--- src/rtl/core/gmd_ram.sv ---
// Generic single-write, single-read RAM with registered read data.
// No dependencies.
`default_nettype none

module gmd_ram #(
   parameter int WIDTH = 64,
   parameter int DEPTH = 8
) (
   input  wire logic                                          clock,
   input  wire logic                                          wr_en,
   input  wire logic [((DEPTH > 1) ? $clog2(DEPTH) : 1)-1:0]  wr_addr,
   input  wire logic [WIDTH-1:0]                              wr_data,
   input  wire logic [((DEPTH > 1) ? $clog2(DEPTH) : 1)-1:0]  rd_addr,
   output logic      [WIDTH-1:0]                              rd_data
);

   logic [WIDTH-1:0] mem_ff [DEPTH];

   always_ff @(posedge clock) begin
      if (wr_en) begin
         mem_ff[wr_addr] <= wr_data;
      end
      rd_data <= mem_ff[rd_addr];
   end

endmodule

`default_nettype wire

--- config.mk ---
export PLATFORM = sky130hd
export DESIGN_NAME = gmd_ram
export DESIGN_NICKNAME = d
export VERILOG_FILES = /design/src/rtl/core/gmd_ram.sv
export SDC_FILE = /design/constraint.sdc
export NUM_CORES = 1
export LEC_CHECK = 0
export BUFFER_PORTS_ARGS = -buffer_cell sky130_fd_sc_hd__buf_4
export CAP_MARGIN = 25
export CORE_UTILIZATION = 54
export CTS_BUF_LIST = sky130_fd_sc_hd__clkbuf_8
export DETAILED_ROUTE_END_ITERATION = 10
export PLACE_DENSITY_LB_ADDON = 0.08
export SLEW_MARGIN = 20
export SYNTH_ARGS = -nofsm -noshare
export SYNTH_HDL_FRONTEND = slang
export SYNTH_SLANG_ARGS = --single-unit
--- constraint.sdc ---
create_clock -name clock -period 6.1 [get_ports clock]
set_input_delay 0.61 -clock clock [delete_from_list [all_inputs] [get_ports clock]]
set_output_delay 0.61 -clock clock [all_outputs]
set_load 0.03 [all_outputs]
# Yosys cells after proc, flatten, opt, wreduce, memory -nomap -nowiden
# Memories as Yosys holds them, arrays and structs flattened. A register that Yosys moved wholly into a read port is not among the register bits.
# Cells that the tools add are included.
# W data, S select, Z words.
# classes
add_sub_neg,0
n_mul,0
div,0
n_lt_le_gt_ge,0
n_eq_ne,0
n_shift,0
muxes,2
bitwise,0
reduce_logical,0
# ops
operator,n
$mux W1,2
# word_totals
reg_bits,0
latch_bits,0
ramBits,512
romBits,0
input_bits,72
out_inout_bits,64
elab_cells,3
mem_count,1
# mem_list
name,words,word_bits,read_ports,rd_ports_with_merged_regs,wr,line,rtl
mem_ff,8,64,1,1,1,17,logic [WIDTH-1:0] mem_ff [DEPTH];

# Longest topological paths before layout
# Gate-level depths: netlist of run 1.
# logic_depth
ltp_word,2
ltp_mapped,4
depth_no_buf,2

# Least setup slack after synthesis of run 1
# No wires, ideal clock.
# synth_timing
path_type,input -> register
start,in wr_addr[2] (netlist bit)
end,"mem mem_ff[0][0], enable pin"
setup_time_ps,565
arrival_ps,5140
t_required_ps,5535
setup_slack_ps,394
path_stages,2
n_path_buf,0
path_cell_list,nand2b_1 > nor3_1
# synth_rtl
item,line,rtl
start: declaration,11,"input wire logic [((DEPTH > 1) ? $clog2(DEPTH) : 1)-1:0] wr_addr,"
end: declaration,17,
# No word-level cell before the write port.

==> results by group, run 1 <==
Synth
  – Avg Inst Size Synth: 25.2 um2
  – Dominant cells by area after synthesis: edfxtp_1 75%, mux4_2 14%, dfxtp_1 6.2%, mux2_2 3.5%, buf_6 0.60%
  – Syn Std Cell Area: 20500 um2
  – Multiplexer area fraction after synthesis: 0.175
  – Adder-cell share of the synthesized area: 0
  – Gate Count Post-Synth: 816
  – Synth top area share: 0.748
  – Simple-gate share of the synthesized area: 0.00286
  – Distinct cells, synth: 13
  – Post-synth top area cell: edfxtp_1
  – Main combinational cell family by area after synthesis: multiplexers
  – Compound-Gate Fraction of Synth Area: 0
  – Syn Nets: 888
  – Synth Area in XOR/XNOR: 0
  – Sequential-to-total area share from yosys stat: 0.811
  – FF+latch count, synth: 576
  – Yosys warns: 0

GRT
  – GR Overflow Total: 0
  – Pin count of the biggest net entering global routing: 79
  – Global Route Usage Sum: 0.208
  – Initial antenna violation count: 1
  – First-pass GRT wire length: 58.3 mm
  – Number of global-route vias before repair: 9786

Cells and area
  – Fill count: 2534
  – Most frequent cells in the layout: 512 x edfxtp_1, 149 x buf_4, 128 x mux4_2, 95 x clkbuf_8
  – Ratio of cells with drive above 1 in the final layout: 0.425
  – Nets@finish: 1096
  – Most common cell after layout, fill and taps aside: edfxtp_1
  – Antenna fix cells: 0
  – Synthesis-to-finish area growth: 15.9%
  – Final instance count without filler cells: 1608

Floorplanning
  – Die area: 38800 um2
  – Die Span Y: 197 um
  – Starting density of the core: 0.547
  – Die X-Extent: 197 um
  – Core area: 37600 um2
  – Top-level I/O count: 136
  – Row count: 71

Placement
  – Placed cell count: 1445
  – Port bufs: 135
  – RD Place Congestion: 0.688
  – Detail Placement HPWL: 19.7 mm

STA
  – Max frequency: 415 MHz
  – Tightest Pin Transition: 0.963 ns
  – Fin Setup TNS: 0 ns
  – Fin Hold WS: 0.220 ns
  – Unrepaired setup endpoints after global routing: no
  – Final Cycle Share: 0.395
  – Final setup viols: 0
  – Slew Viols, Final: 0
  – Crit path time final: 2.41 ns
  – Final Skew: 0.0215 ns
  – Final Hold Fails: 0
  – Worst rel slew slack: 0.358

Setup path
  – Setup Crit Path Kind: in2reg
  – Data arrival, critical path: 2.91 ns
  – CP Capture Point: rd_data[54]$_DFF_P_
  – Worst-path maximum fanout: 76
  – R2r setup slk: 4.84 ns
  – R2r endpoint: rd_data[34]$_DFF_P_
  – Start point of the critical path: rd_addr[0]
  – R2R cell count: 2
  – CP startpoint kind: input port
  – Crit end category: flip-flop
  – Critical register-to-register path startpoint: mem_ff[5][34]$_DFFE_PP_
  – Worst path required time: 6.60 ns

Clocking
  – Skew-Pair Late Insertion Delay: 0.62 ns
  – Clock tree buffer depth: 3
  – Inserted Clock Buffers: 88
  – Clk pin slew, worst setup/hold paths: 0.06 ns
  – Root Driver: clkbuf_8
  – CTS sink cnt: 576
  – CTS tree: done
  – Htree depth: 3
  – Post_cts resized: 0
  – Setup Buffers After CTS: 0
  – CTS Hold Buffers Added: 0

Hold path
  – HP Class: in2reg

Power
  – Clock power share: 0.365
  – Peak VDD IR: 206 uV
  – Logic gate share of total power: 0.067
  – Sequential group share of total power: 0.568
  – Int Pwr: 6.20 mW
  – Switching Share: 0.218
  – P_sw: 1.73 mW
  – Pwr Density: 333 nW/um2
  – Leakage: 8.00 nW

Route
  – Routed wire per std cell: 24.3 um
  – DRT antenna net count: 0
  – Vias: 8939
  – 1st-iter DRT viols: 487
  – Vias/cell: 5.56
  – Pre-Repair DR Iteration Count: 4
  – Drc violations: 0
  – Post-Route WL: 39.0 mm

Run status
  – Status: finished clean

Job
  – # Max-Cap Violations: 0
cells by family after synthesis:
logic type	count (synthesis)
flip-flops	576
multiplexers	192
buffers and inverters	35
AND/OR/NAND/NOR	13
sequential cells by signal, summed over array words and instances (netlist names):
| register | flops |
|---|---|
| rd_data | 64 |
| mem_ff | 512 |
stage by stage:
| step | power, mW | utilization | area, um2 | worst slack (ns) |
|---|---|---|---|---|
| 3_3_place_gp | 5.10 | 0.590 | 22200 | 3.00 |
| 2_1_floorplan | 4.90 | - | 20500 | 0.394 |
| 3_5_place_dp | 5.13 | 0.590 | 22200 | 2.95 |
| 5_1_grt | 8.22 | 0.634 | 23800 | 3.45 |
| 4_1_cts | 8.02 | 0.634 | 23800 | 3.60 |
| 6_report | 7.93 | 0.634 | 23800 | 3.69 |
critical path, stage by stage:
cell and delay, ns:
clkbuf_8 0.69, buf_4 0.66, mux4_2 0.58, mux2_2 0.28
layout make-up:
| class | count | area, um2 | area share |
|---|---|---|---|
| clock buffers | 94 | 1290 | 0.0543 |
| clock inverters | 69 | 340 | 0.0143 |
| multi-input cells | 205 | 3720 | 0.156 |
| flip-flops and latches | 576 | 16700 | 0.699 |
| well taps | 511 | 639 | 0.0268 |
| repair buffers | 153 | 1170 | 0.0490 |
synthesized netlist by cell type (all sizes together):
master    n
clkbuf    9
nor3      2
nand2     2
dfxtp    64
mux2     64
nor2      6
edfxtp  512
mux4    128
nand2b    3
buf      26
worst min-delay path by stage:
stage	startpoint	to	slack, ns	cells past startpoint
after global routing	wr_data[1]	mem_ff[7][1]$_DFFE_PP_	0.17	1
final	wr_data[1]	mem_ff[7][1]$_DFFE_PP_	0.22	1
after global placement	mem_ff[6][24]$_DFFE_PP_	rd_data[24]$_DFF_P_	0.66	2
after CTS	wr_data[7]	mem_ff[6][7]$_DFFE_PP_	0.17	1
after detailed placement	mem_ff[0][59]$_DFFE_PP_	rd_data[59]$_DFF_P_	0.67	2
after floorplan	mem_ff[6][0]$_DFFE_PP_	rd_data[0]$_DFF_P_	0.66	2
power groups by stage:
stage	registers, mW	logic [mW]	clock network (mW)
floorplan	4.67	0.233	0
global placement	4.58	0.520	0
detailed placement	4.59	0.536	0
CTS	4.51	0.537	2.98
global route	4.52	0.562	3.14
finish	4.51	0.528	2.90
metal layers:
layer / GRT usage / part of all wire / vias up
met1: 0.292 / 0.44 / 4755
met3: 0.0429 / 0.055 / 50
met2: 0.332 / 0.49 / 248
li1: - / - / 3886
met4: 0.0689 / 0.015 / 0
met5: 0 / 0 / -
Note: power is estimated with default switching activity, not from simulation.
==> run 2: changes to the inputs <==
clock period = 2.25 ns   (was 6.1 ns; I/O delays follow)
==> results by group, run 2 (synthesis results as in run 1) <==
Floorplanning
  – Die X-Extent: 197 um
  – Top-level I/O count: 136
  – Die Span Y: 197 um
  – Core area: 37600 um2
  – Row count: 71
  – Die area: 38800 um2
  – Starting density of the core: 0.547

Cells and area
  – Storage element area: 16700 um2
  – Synthesis-to-finish area growth: 21.4%
  – Nets@finish: 1170
  – Multi-input gate area: 3750 um2
  – Largest regs: mem_ff: 512 flops, rd_data: 64 flops
  – Final Core Density: 0.664
  – Most common cell after layout, fill and taps aside: edfxtp_1
  – Most frequent cells in the layout: 512 x edfxtp_1, 139 x buf_4, 128 x mux4_2, 106 x clkbuf_8
  – Final instance count without filler cells: 1687
  – Largest register FFs: 512
  – Reg with most FFs: mem_ff
  – Ratio of cells with drive above 1 in the final layout: 0.417
  – Final Cell Area: 24900 um2
  – Fill count: 2456

STA
  – Final Cycle Share: 0.618
  – Fin Hold WS: 0.166 ns
  – Fin Setup TNS: 0 ns
  – Final Skew: 0.0197 ns
  – Crit path time final: 1.39 ns
  – Slew Viols, Final: 0
  – Worst rel slew slack: 0.652
  – Max frequency: 719 MHz
  – Final Hold Fails: 0
  – Worst Slack Setup Final: 0.858 ns
  – Final setup viols: 0
  – Tightest Pin Transition: 0.521 ns
  – Unrepaired setup endpoints after global routing: no

GRT
  – First-pass GRT wire length: 58.6 mm
  – Number of global-route vias before repair: 10208
  – Pin count of the biggest net entering global routing: 65
  – GR Overflow Total: 0
  – Global Route Usage Sum: 0.208
  – Initial antenna violation count: 1

Setup path
  – CP cell instances: buf_4
  – Worst path required time: 2.03 ns
  – Setup Crit Path Kind: reg2out
  – Worst-path maximum fanout: 1
  – Crit-path slowest cell: dfxtp_1
  – Crit end category: output pin
  – Data arrival, critical path: 1.17 ns
  – R2r setup slk: 0.98 ns
  – Worst Path Buf+Inv: 1
  – CP delay by family, top: flip-flops
  – CP startpoint kind: flip-flop
  – Max incr delay on CP: 0.38 ns

Clocking
  – Inserted Clock Buffers: 92
  – Clk pin slew, worst setup/hold paths: 0.06 ns
  – Root Driver: clkbuf_8
  – Skew-Pair Late Insertion Delay: 0.62 ns
  – Post_cts resized: 0
  – CTS sink cnt: 576
  – CTS Hold Buffers Added: 64
  – Setup Buffers After CTS: 0
  – Htree depth: 3
  – Clock tree buffer depth: 3
  – CTS tree: done

Route
  – Highest Signal Layer: met4
  – Vias: 9162
  – WL met3: 1.96 mm
  – 1st-iter DRT viols: 456
  – Drc violations: 0
  – Vias/cell: 5.43
  – Post-Route WL: 38.8 mm
  – Routed wire per std cell: 23.0 um
  – Pre-Repair DR Iteration Count: 4
  – Wire length on met1: 16.3 mm
  – Met2 WL: 20.0 mm
  – DRT antenna net count: 0

Placement
  – Placed cell area: 22500 um2
  – Port bufs: 135
  – RD Place Congestion: 0.705
  – Detail Placement HPWL: 20.0 mm
  – Placed cell count: 1451
  – Setup WS pre-CTS: 0.527 ns

Power
  – Total power: 22.3 mW
  – P_sw: 4.84 mW
  – Logic gate share of total power: 0.071
  – Int Pwr: 17.5 mW
  – Switching Share: 0.217
  – Peak VDD IR: 515 uV
  – Pwr Density: 896 nW/um2
  – Clock power share: 0.383
  – Leakage: 8.46 nW
  – Sequential group share of total power: 0.547

Run status
  – Status: finished clean

Job
  – # Max-Cap Violations: 0

Hold path
  – HP Class: in2reg
[run 2: power groups by stage]
stage	Clock [mW]	Combinational, mW	Sequential, mW
detailed placement	0	1.51	12.4
CTS	8.77	1.61	12.2
global route	9.22	1.68	12.2
floorplan	0	0.640	12.6
global placement	0	1.47	12.4
finish	8.55	1.58	12.2
[run 2: final timing paths]
check / startpoint / end / depth (start not counted)
worst min-delay path: rd_addr[2] / rd_data[61]$_DFF_P_ / 3
worst min register to register: mem_ff[5][40]$_DFFE_PP_ / rd_data[40]$_DFF_P_ / 2
worst max-delay path: rd_data[17]$_DFF_P_ / rd_data[17] / 1
worst max register to register: mem_ff[5][21]$_DFFE_PP_ / rd_data[21]$_DFF_P_ / 2
[run 2: worst min-delay path, stage by stage]
cell,delay (ns)
buf_6,0.16
mux4_2,0.23
mux2_2,0.13
[run 2: layout make-up]
type                            instances  share of cell area
Timing Repair Buffer                  223              0.0830
Sequential cell                       576               0.668
Antenna cell                            1            0.000100
Tap cell                              511              0.0256
Clock buffer                          106              0.0585
Clock inverter                         65              0.0145
Multi-Input combinational cell        205               0.150
[run 2: metal layers]
metal	up-vias	global-route usage
li1	4046	-
met1	4817	0.274
met2	246	0.352
met3	53	0.0418
met4	0	0.0680
met5	-	0
